===== config.mk =====
export PLATFORM = sky130hd
export DESIGN_NAME = multi_stream_bounded_random_unit
export DESIGN_NICKNAME = d
export VERILOG_FILES = /design/src/hw/rtl/msbr_pkg.sv /design/src/hw/rtl/msbr_div.sv /design/src/hw/rtl/msbr_mul.sv /design/src/hw/rtl/msbr_ctrl.sv /design/src/hw/rtl/msbr_dp.sv /design/src/hw/rtl/multi_stream_bounded_random_unit.sv
export SDC_FILE = /design/constraint.sdc
export NUM_CORES = 2
export LEC_CHECK = 0
export ABC_CLOCK_PERIOD_IN_PS = 28100
export CORE_ASPECT_RATIO = 0.75
export CORE_MARGIN = 2
export CORE_UTILIZATION = 30
export DETAILED_ROUTE_END_ITERATION = 8
export DONT_BUFFER_PORTS = 1
export GPL_TIMING_DRIVEN = 1
export HOLD_SLACK_MARGIN = 0.06
export PLACE_DENSITY = 0.55
export SYNTH_ARGS = -nofsm -noshare
export SYNTH_HDL_FRONTEND = slang
export SYNTH_SLANG_ARGS = --single-unit

===== constraint.sdc =====
create_clock -name clk -period 28.1 [get_ports clk]
set_input_delay 7.025 -clock clk [delete_from_list [all_inputs] [get_ports clk]]
set_output_delay 7.025 -clock clk [all_outputs]
set_load 0.01 [all_outputs]

===== src/hw/rtl/msbr_pkg.sv =====
// Shared constants, types and control structs of the multi-stream bounded random unit.
`default_nettype none

package msbr_pkg;

  localparam int NUM_STREAMS  = 7;
  localparam int STREAM_IDX_W = (NUM_STREAMS > 1) ? $clog2(NUM_STREAMS) : 1;

  localparam int DOMAIN_W = 3;
  localparam int BOUND_W  = 32;
  localparam int STATE_W  = 64;
  localparam int VALUE_W  = 32;
  localparam int IN_DATA_W  = 104;  // domain + bound + load_value, padded to bytes
  localparam int OUT_DATA_W = 32;

  localparam logic [63:0] GOLDEN_STEP = 64'h9e3779b97f4a7c15;
  localparam logic [63:0] MIX_MUL_A   = 64'hbf58476d1ce4e5b9;
  localparam logic [63:0] MIX_MUL_B   = 64'h94d049bb133111eb;
  localparam int MIX_SHIFT_A = 30;
  localparam int MIX_SHIFT_B = 27;
  localparam int MIX_SHIFT_C = 31;

  localparam logic KIND_LOAD = 1'b0;
  localparam logic KIND_DRAW = 1'b1;

  typedef enum logic [3:0] {
    ST_IDLE,
    ST_DECODE,
    ST_THR,
    ST_THR_WAIT,
    ST_STEP,
    ST_MUL_A,
    ST_MUL_B,
    ST_CHECK,
    ST_MOD_WAIT,
    ST_FINISH
  } msbr_state_t;

  typedef struct packed {
    logic latch_in;     // capture the input transaction
    logic load_write;   // write load_value into the named stream
    logic thr_start;    // fetch stream state, start threshold remainder
    logic thr_take;     // capture threshold from divider
    logic step;         // advance state, start first mix multiply
    logic mul_b_start;  // start second mix multiply
    logic take_n;       // capture upper half of the mixed word
    logic mod_start;    // write state back, start final remainder
    logic push_out;     // load the output register
  } msbr_cmd_t;

  typedef struct packed {
    logic is_draw;
    logic bad;          // zero bound or domain out of range
    logic div_done;
    logic mul_done;
    logic n_ok;         // candidate at or above threshold
    logic out_free;
  } msbr_status_t;

endpackage

`default_nettype wire


===== src/hw/rtl/msbr_div.sv =====
// Restoring 32-bit remainder unit, one quotient bit per cycle.
`default_nettype none

module msbr_div
  import msbr_pkg::*;
(
  input  wire logic                 clk,
  input  wire logic                 rst,
  input  wire logic                 start,
  input  wire logic [BOUND_W-1:0]   num,
  input  wire logic [BOUND_W-1:0]   den,
  output logic                      done,
  output logic [BOUND_W-1:0]        rem
);

  localparam int CNT_W = $clog2(BOUND_W);

  logic                 busy;
  logic [CNT_W-1:0]     cnt;
  logic [BOUND_W-1:0]   num_sh;
  logic [BOUND_W-1:0]   den_r;
  logic [BOUND_W:0]     trial;
  logic [BOUND_W:0]     diff;

  assign trial = {rem, num_sh[BOUND_W-1]};
  assign diff  = trial - {1'b0, den_r};

  always_ff @(posedge clk) begin
    if (rst) begin
      busy <= 1'b0;
      done <= 1'b0;
      cnt  <= '0;
    end else begin
      done <= 1'b0;
      if (start) begin
        busy <= 1'b1;
        cnt  <= '0;
      end else if (busy) begin
        cnt <= cnt + 1'b1;
        if (cnt == CNT_W'(BOUND_W - 1)) begin
          busy <= 1'b0;
          done <= 1'b1;
        end
      end
    end
  end

  always_ff @(posedge clk) begin
    if (start) begin
      rem    <= '0;
      num_sh <= num;
      den_r  <= den;
    end else if (busy) begin
      num_sh <= {num_sh[BOUND_W-2:0], 1'b0};
      if (trial >= {1'b0, den_r}) begin
        rem <= diff[BOUND_W-1:0];
      end else begin
        rem <= trial[BOUND_W-1:0];
      end
    end
  end

endmodule

`default_nettype wire


===== src/hw/rtl/msbr_mul.sv =====
// Low 64 bits of a 64x64 product from three 32x32 partial products.
`default_nettype none

module msbr_mul
  import msbr_pkg::*;
(
  input  wire logic                 clk,
  input  wire logic                 rst,
  input  wire logic                 start,
  input  wire logic [STATE_W-1:0]   a,
  input  wire logic [STATE_W-1:0]   b,
  output logic                      done,
  output logic [STATE_W-1:0]        prod
);

  localparam int HALF_W = STATE_W / 2;

  logic                 busy;
  logic [1:0]           cnt;
  logic [STATE_W-1:0]   a_r;
  logic [STATE_W-1:0]   b_r;
  logic [HALF_W-1:0]    op_x;
  logic [HALF_W-1:0]    op_y;
  logic [STATE_W-1:0]   part;

  // cnt 0: lo*lo, cnt 1: hi*lo, cnt 2: lo*hi
  assign op_x = (cnt == 2'd1) ? a_r[STATE_W-1:HALF_W] : a_r[HALF_W-1:0];
  assign op_y = (cnt == 2'd2) ? b_r[STATE_W-1:HALF_W] : b_r[HALF_W-1:0];

  always_ff @(posedge clk) begin
    if (rst) begin
      busy <= 1'b0;
      done <= 1'b0;
      cnt  <= '0;
    end else begin
      done <= 1'b0;
      if (start) begin
        busy <= 1'b1;
        cnt  <= '0;
      end else if (busy) begin
        cnt <= cnt + 1'b1;
        if (cnt == 2'd3) begin
          busy <= 1'b0;
          done <= 1'b1;
        end
      end
    end
  end

  always_ff @(posedge clk) begin
    if (start) begin
      a_r <= a;
      b_r <= b;
    end else if (busy) begin
      part <= STATE_W'(op_x) * STATE_W'(op_y);
      case (cnt)
        2'd0: ;
        2'd1: prod <= part;
        default: prod[STATE_W-1:HALF_W] <= prod[STATE_W-1:HALF_W] + part[HALF_W-1:0];
      endcase
    end
  end

endmodule

`default_nettype wire


===== src/hw/rtl/msbr_ctrl.sv =====
// Sequencing state machine of the bounded random unit.
`default_nettype none

module msbr_ctrl
  import msbr_pkg::*;
(
  input  wire logic          clk,
  input  wire logic          rst,
  input  wire logic          in_valid,
  output logic               in_ready,
  input  wire msbr_status_t  status,
  output msbr_cmd_t          cmd
);

  msbr_state_t state;
  msbr_state_t state_next;

  always_ff @(posedge clk) begin
    if (rst) begin
      state <= ST_IDLE;
    end else begin
      state <= state_next;
    end
  end

  always_comb begin
    state_next = state;
    unique case (state)
      ST_IDLE:     if (in_valid) state_next = ST_DECODE;
      ST_DECODE: begin
        if (!status.is_draw || status.bad) state_next = ST_FINISH;
        else state_next = ST_THR;
      end
      ST_THR:      state_next = ST_THR_WAIT;
      ST_THR_WAIT: if (status.div_done) state_next = ST_STEP;
      ST_STEP:     state_next = ST_MUL_A;
      ST_MUL_A:    if (status.mul_done) state_next = ST_MUL_B;
      ST_MUL_B:    if (status.mul_done) state_next = ST_CHECK;
      ST_CHECK: begin
        if (status.n_ok) state_next = ST_MOD_WAIT;
        else state_next = ST_STEP;
      end
      ST_MOD_WAIT: if (status.div_done) state_next = ST_FINISH;
      ST_FINISH:   if (status.out_free) state_next = ST_IDLE;
      default:     state_next = ST_IDLE;
    endcase
  end

  always_comb begin
    cmd      = '0;
    in_ready = 1'b0;
    unique case (state)
      ST_IDLE: begin
        in_ready     = 1'b1;
        cmd.latch_in = in_valid;
      end
      ST_DECODE:   cmd.load_write  = !status.is_draw;
      ST_THR:      cmd.thr_start   = 1'b1;
      ST_THR_WAIT: cmd.thr_take    = status.div_done;
      ST_STEP:     cmd.step        = 1'b1;
      ST_MUL_A:    cmd.mul_b_start = status.mul_done;
      ST_MUL_B:    cmd.take_n      = status.mul_done;
      ST_CHECK:    cmd.mod_start   = status.n_ok;
      ST_MOD_WAIT: ;
      ST_FINISH:   cmd.push_out    = status.out_free;
      default: ;
    endcase
  end

endmodule

`default_nettype wire


===== src/hw/rtl/msbr_dp.sv =====
// Datapath: stream states, mixing, shared multiplier and divider, output register.
`default_nettype none

module msbr_dp
  import msbr_pkg::*;
(
  input  wire logic                    clk,
  input  wire logic                    rst,
  input  wire msbr_cmd_t               cmd,
  output msbr_status_t                 status,
  input  wire logic [IN_DATA_W-1:0]    in_data,
  input  wire logic [0:0]              in_user,
  output logic                         out_valid,
  input  wire logic                    out_ready,
  output logic [OUT_DATA_W-1:0]        out_data,
  output logic [0:0]                   out_user
);

  logic                     kind_r;
  logic [DOMAIN_W-1:0]      dom_r;
  logic [BOUND_W-1:0]       bound_r;
  logic [STATE_W-1:0]       loadv_r;

  logic [STATE_W-1:0]       streams [NUM_STREAMS];
  logic [STATE_W-1:0]       st;
  logic [VALUE_W-1:0]       thr;
  logic [VALUE_W-1:0]       n;

  logic [STREAM_IDX_W-1:0]  idx;
  logic                     dom_ok;
  logic                     bad;
  logic [STATE_W-1:0]       st_adv;
  logic [STATE_W-1:0]       mix_a;
  logic [STATE_W-1:0]       mix_b;
  logic [STATE_W-1:0]       mix_c;

  logic                     mul_start;
  logic [STATE_W-1:0]       mul_a;
  logic [STATE_W-1:0]       mul_b;
  logic                     mul_done;
  logic [STATE_W-1:0]       mul_p;

  logic                     div_start;
  logic [BOUND_W-1:0]       div_num;
  logic                     div_done;
  logic [BOUND_W-1:0]       div_rem;

  assign idx    = STREAM_IDX_W'(dom_r);
  assign dom_ok = int'(dom_r) < NUM_STREAMS;
  assign bad    = (bound_r == '0) || !dom_ok;

  assign st_adv = st + GOLDEN_STEP;
  assign mix_a  = st_adv ^ (st_adv >> MIX_SHIFT_A);
  assign mix_b  = mul_p ^ (mul_p >> MIX_SHIFT_B);
  assign mix_c  = mul_p ^ (mul_p >> MIX_SHIFT_C);

  assign mul_start = cmd.step || cmd.mul_b_start;
  assign mul_a     = cmd.step ? mix_a : mix_b;
  assign mul_b     = cmd.step ? MIX_MUL_A : MIX_MUL_B;

  // threshold is (2^32 - bound) mod bound, final answer is n mod bound
  assign div_start = cmd.thr_start || cmd.mod_start;
  assign div_num   = cmd.mod_start ? n : (BOUND_W'(0) - bound_r);

  msbr_mul u_mul (
    .clk   (clk),
    .rst   (rst),
    .start (mul_start),
    .a     (mul_a),
    .b     (mul_b),
    .done  (mul_done),
    .prod  (mul_p)
  );

  msbr_div u_div (
    .clk   (clk),
    .rst   (rst),
    .start (div_start),
    .num   (div_num),
    .den   (bound_r),
    .done  (div_done),
    .rem   (div_rem)
  );

  always_ff @(posedge clk) begin
    if (cmd.latch_in) begin
      kind_r  <= in_user[0];
      dom_r   <= in_data[DOMAIN_W-1:0];
      bound_r <= in_data[DOMAIN_W +: BOUND_W];
      loadv_r <= in_data[DOMAIN_W+BOUND_W +: STATE_W];
    end
    if (cmd.thr_start) st <= streams[idx];
    else if (cmd.step) st <= st_adv;
    if (cmd.thr_take) thr <= div_rem;
    if (cmd.take_n) n <= mix_c[STATE_W-1 -: VALUE_W];
  end

  always_ff @(posedge clk) begin
    if (rst) begin
      for (int i = 0; i < NUM_STREAMS; i++) begin
        streams[i] <= '0;
      end
    end else begin
      if (cmd.load_write && dom_ok) streams[idx] <= loadv_r;
      else if (cmd.mod_start) streams[idx] <= st;
    end
  end

  always_ff @(posedge clk) begin
    if (rst) begin
      out_valid <= 1'b0;
    end else if (cmd.push_out) begin
      out_valid <= 1'b1;
    end else if (out_ready) begin
      out_valid <= 1'b0;
    end
  end

  always_ff @(posedge clk) begin
    if (cmd.push_out) begin
      out_user[0] <= (kind_r == KIND_DRAW) && bad;
      out_data    <= ((kind_r == KIND_DRAW) && !bad) ? div_rem : '0;
    end
  end

  always_comb begin
    status.is_draw  = (kind_r == KIND_DRAW);
    status.bad      = bad;
    status.div_done = div_done;
    status.mul_done = mul_done;
    status.n_ok     = (n >= thr);
    status.out_free = !out_valid || out_ready;
  end

  a_no_unit_clash: assert property (@(posedge clk) disable iff (rst)
    !(mul_start && div_start))
    else $error("multiplier and divider started together");

  a_push_free: assert property (@(posedge clk) disable iff (rst)
    cmd.push_out |-> (!out_valid || out_ready))
    else $error("output register overwritten before its transaction");

  a_commit_ok: assert property (@(posedge clk) disable iff (rst)
    cmd.mod_start |-> (n >= thr))
    else $error("state committed for a rejected candidate");

  a_push_shows: assert property (@(posedge clk) disable iff (rst)
    cmd.push_out |=> out_valid)
    else $error("pushed result not presented");

endmodule

`default_nettype wire


===== src/hw/rtl/multi_stream_bounded_random_unit.sv =====
// Top level of the multi-stream bounded random unit: controller plus datapath.
// A load or a failed draw goes from decode straight to the output register; a draw fetches
// its stream state and threshold remainder, then runs mix rounds of step, two multiplies and
// a check until a candidate is accepted, then writes the state back and takes the remainder.
// One item at a time: the next is taken the cycle after the result is loaded, later while
// a held result blocks the output register.
// Reset (rst, synchronous, high) idles the controller and zeroes all streams.
`default_nettype none

module multi_stream_bounded_random_unit
  import msbr_pkg::*;
(
  input  wire logic                    clk,
  input  wire logic                    rst,
  input  wire logic                    s_axis_tvalid,
  output logic                         s_axis_tready,
  // [2:0] domain, [34:3] bound, [98:35] load_value, [103:99] zero
  input  wire logic [IN_DATA_W-1:0]    s_axis_tdata,
  // [0] kind
  input  wire logic [0:0]              s_axis_tuser,
  output logic                         m_axis_tvalid,
  input  wire logic                    m_axis_tready,
  // [31:0] value
  output logic [OUT_DATA_W-1:0]        m_axis_tdata,
  // [0] error
  output logic [0:0]                   m_axis_tuser
);

  msbr_cmd_t    cmd;
  msbr_status_t status;

  // controller accepts a transaction only in its idle state
  msbr_ctrl u_ctrl (
    .clk      (clk),
    .rst      (rst),
    .in_valid (s_axis_tvalid),
    .in_ready (s_axis_tready),
    .status   (status),
    .cmd      (cmd)
  );

  // datapath owns the output register, so results drain independently
  msbr_dp u_dp (
    .clk       (clk),
    .rst       (rst),
    .cmd       (cmd),
    .status    (status),
    .in_data   (s_axis_tdata),
    .in_user   (s_axis_tuser),
    .out_valid (m_axis_tvalid),
    .out_ready (m_axis_tready),
    .out_data  (m_axis_tdata),
    .out_user  (m_axis_tuser)
  );

endmodule

`default_nettype wire


==> results.md <==
* Antenna-violating nets left at 0
* Synth cell types at 83
* Grt ovf at 0
* Die area at about 260,000 sq um
* Pre-antenna DRT Iters at 5
* Relative max-transition margin at 14.7%
* Max-slew violations at 0
* Core area at between 200,000 and 300,000 sq um
* Wire per inst at 25.4 um
* Area growth, synth to finish at 9.45%
* Crit Path Max Fanout at 78
* Post-synth EDFFs at between 900 and 1,000
* TritonCTS Buffers at 96
* Setup Buffers After CTS at 0
* Top-count cell post-synth: inv_1
* Setup Viol. Count Final at 0
* Routed WL at approximately 260,000 um
* Initial core utilization at around 30%
* Fillers at 26,000
* Port Buffers at 0
* Clock Path Buffers at 3
* Seq cells post-synth at about 1,100
* Cell Rows at around 160
* Tcrit/Tclk final at roughly two fifths
* Seq/Total Area, Yosys at 40.1%
* Non-Filler Instances at about 10,000
* Seq pwr share at about a quarter
* CTS Sinks at between 1,000 and 1,500
* Max cap viols at 0
* Final instance area at roughly 86,000 sq um
* Synthesized net count at just over 8,000
* Outcome: complete, no violations
* Syn Inst Count at 6,773
* Top FF cell, synth: edfxtp_1
* Drt drc at 0
* Dominant cells by area after synthesis: edfxtp_1, fa_1, ha_1
* Area leader, netlist: edfxtp_1
* Detailed placement HPWL at approximately 200,000 um
* Peak supply drop at around 180 uV
* LEAKAGE at between 0.03 and 0.04 uW
* Critical Path Source Type: register
* CTS tree: done
* Vias per cell at slightly above 5
* Htree depth at 3
* Fin. Hold Viols at 0
* Worst-path clk slew at 0.07 ns
* Initial antenna violation count at 9
* CP Class: reg2reg
* Syn Area/Cell at roughly 12 sq um
* Pwr per Cell Area at 102 nW/um^2
* Root Buffer Master: clkbuf_16
* CP Capture Type: register
* Die extent in x at just under 600 um
* Vert. Die Dim at around 450 um
* Largest net degree at the start of global routing at 114
* Arr. time, crit path at around 12 ns
* Clock skew at about 0.048 ns
* Fmax at about 85 MHz
* Combinational fraction of design power at a little under 60%
* Slew at the pin closest to its max-slew limit at between 1 and 1.5 ns
* Share of the synthesized area in the top cell type at a little under two fifths
* Ports at between 100 and 150
* Setup Total Neg Slack at 0 ns
* First-pass GRT wire length at between 300,000 and 400,000 um
* Top cells by count, synth: inv_1, edfxtp_1, fa_1
* Total GRT Usage at a little under 20%
* Nets at 8,056
* Crit path top cell by count: fa_1
* Layout cells sized above 1 at under 10%
* Vias in the first global route at 52,500
* Total number of vias at about 52,000
* Worst-Skew Late Latency at 0.71 ns
* Post-CTS sizing at 0
* Post-Syn Area at 78,200 sq um
* RSZ-0062 raised after global routing: no
* Critical path data required time at 28.55 ns
* DRT iter0 DRCs at between 6,000 and 7,000
* Share of flip-flops with an asynchronous set or reset at 0%
* Post-layout min period at ~12 ns
* Switch Pwr at 3870 uW
* Worst stage delay on the critical path at a little over 0.8 ns
* Post-DP Area at a little over 80,000 sq um
* Internal Pwr Total at slightly below 5000 uW
* Slowest CP cell: fa_1
* Hold Buf Count CTS at 0
* RePlAce Congestion at 0.968
* Placed Instances at ~10,000
* YS warnings at 0
* Worst hold path class: reg2reg
* Sw frac at 44.5%
* Clock Power Share at 15.8%
-- per-stage QoR --
step | power [uW] | utilization [%] | setup slack [ns] | hold slack [ns]
after detailed placement | 7280 | 31.8 | 16.59 | 0.459
after floorplan | 5810 | - | 15.22 | 0.433
after global routing | 9320 | 33.0 | 15.94 | 0.482
after CTS | 8670 | 33.0 | 16.54 | 0.470
after global placement | 7280 | 31.8 | 16.43 | 0.454
final | 8690 | 33.0 | 16.38 | 0.470
-- path summary, 6_finish.rpt --
kind	startpoint	to	slack (ns)	depth (start not counted)
hold / removal	u_dp.streams[6][12]$_SDFFE_PP0P_	u_dp.streams[6][12]$_SDFFE_PP0P_	0.47	2
hold reg to reg	u_dp.streams[6][12]$_SDFFE_PP0P_	u_dp.streams[6][12]$_SDFFE_PP0P_	0.47	2
setup / recovery	u_dp.u_mul.cnt[1]$_SDFFE_PP0P_	u_dp.u_mul.part[61]$_DFFE_PP_	16.38	31
setup reg to reg	u_dp.u_mul.cnt[1]$_SDFFE_PP0P_	u_dp.u_mul.part[61]$_DFFE_PP_	16.38	31
-- cells in the final DEF, fill, tap and decap left out, types with 14 or more instances in the layout --
master,netlist,routed
o21a_1,19,19
edfxtp_1,967,967
mux2i_1,113,108
buf_4,0,68
nand4_1,25,25
ha_1,438,436
xor2_1,127,127
nand2b_1,105,100
o211ai_1,22,22
a21oi_1,232,232
a21o_1,89,89
xnor2_1,144,144
a31oi_1,23,22
or2_2,22,22
o21ai_0,265,264
and3_1,97,96
or3_1,14,14
nand2_1,399,396
a211oi_1,63,62
nor3_1,53,50
clkbuf_1,208,31
clkbuf_16,0,98
nor2b_1,68,66
nor4_1,15,14
a22oi_1,77,77
clkinv_2,0,15
fa_1,820,820
a221o_1,14,14
mux4_2,128,128
nand3_1,40,40
o21bai_1,24,24
mux2_2,33,33
dfxtp_1,115,111
nor2_1,660,659
inv_1,1149,1146
clkinv_1,5,17
-- state kept, by name (all words and copies together), names as in the netlist, 32 cells and up, named ones only --
signal / count
u_dp.bound_r: 32
u_dp.loadv_r: 64
u_dp.n: 32
u_dp.out_data: 32
u_dp.st: 64
u_dp.streams: 512
u_dp.thr: 32
u_dp.u_div.den_r: 32
u_dp.u_div.num_sh: 32
u_dp.u_div.rem: 32
u_dp.u_mul.a_r: 64
u_dp.u_mul.part: 64
u_dp.u_mul.prod: 64
-- power by group through the flow --
stage               clock [uW]  sequential (uW)  combinational [uW]
floorplan                    0             2220                3580
global placement             0             2330                4950
detailed placement           0             2330                4950
CTS                       1390             2300                4980
global route              1450             2310                5550
finish                    1370             2300                5020
-- layout make-up --
| cell class | count | area (sq um) | share of cell area [%] |
|---|---|---|---|
| Antenna cell | 2 | 5.00 | 0.00585 |
| Clock buffer | 138 | 2690 | 3.15 |
| Clock inverter | 42 | 468 | 0.547 |
| Inverter | 1154 | 4330 | 5.07 |
| Multi-Input combinational cell | 4284 | 41800 | 48.9 |
| Sequential cell | 1082 | 31400 | 36.6 |
| Tap cell | 3444 | 4310 | 5.04 |
| Timing Repair Buffer | 71 | 571 | 0.667 |
-- kinds of logic (layout without fill, tap and decap cells) --
group	count (synthesis)	count (layout)	synth area share, %
DFF	1082	1082	40.1
muxes	275	275	5.62
other	0	2	0
adders and majority gates	1258	1258	28.0
xor gates and xnor gates	272	272	3.07
AOI/OAI and AO/OA	922	922	7.40
and+or+nand+nor	1557	1557	9.03
buffers and inverters	1407	1405	6.77
-- worst max-delay path, delay by kind of cell (launching register included) --
family                     cells  cell delay, ns
buffers and inverters          7            1.95
muxes                          1            0.28
DFF                            1            0.36
AOI/OAI and AO/OA              9            2.89
adders and majority gates     10            4.93
and+or+nand+nor                4            0.97
-- routing by layer --
metal  wire length, um  vias up  GRT usage, %
met1            124000    27100          30.5
met5                 0        -             0
met3             29200      206          5.47
met2            102000     2384          26.1
met4              3730        0          2.94
li1                  -    22600             -
Power figures use the tool's default switching activity.
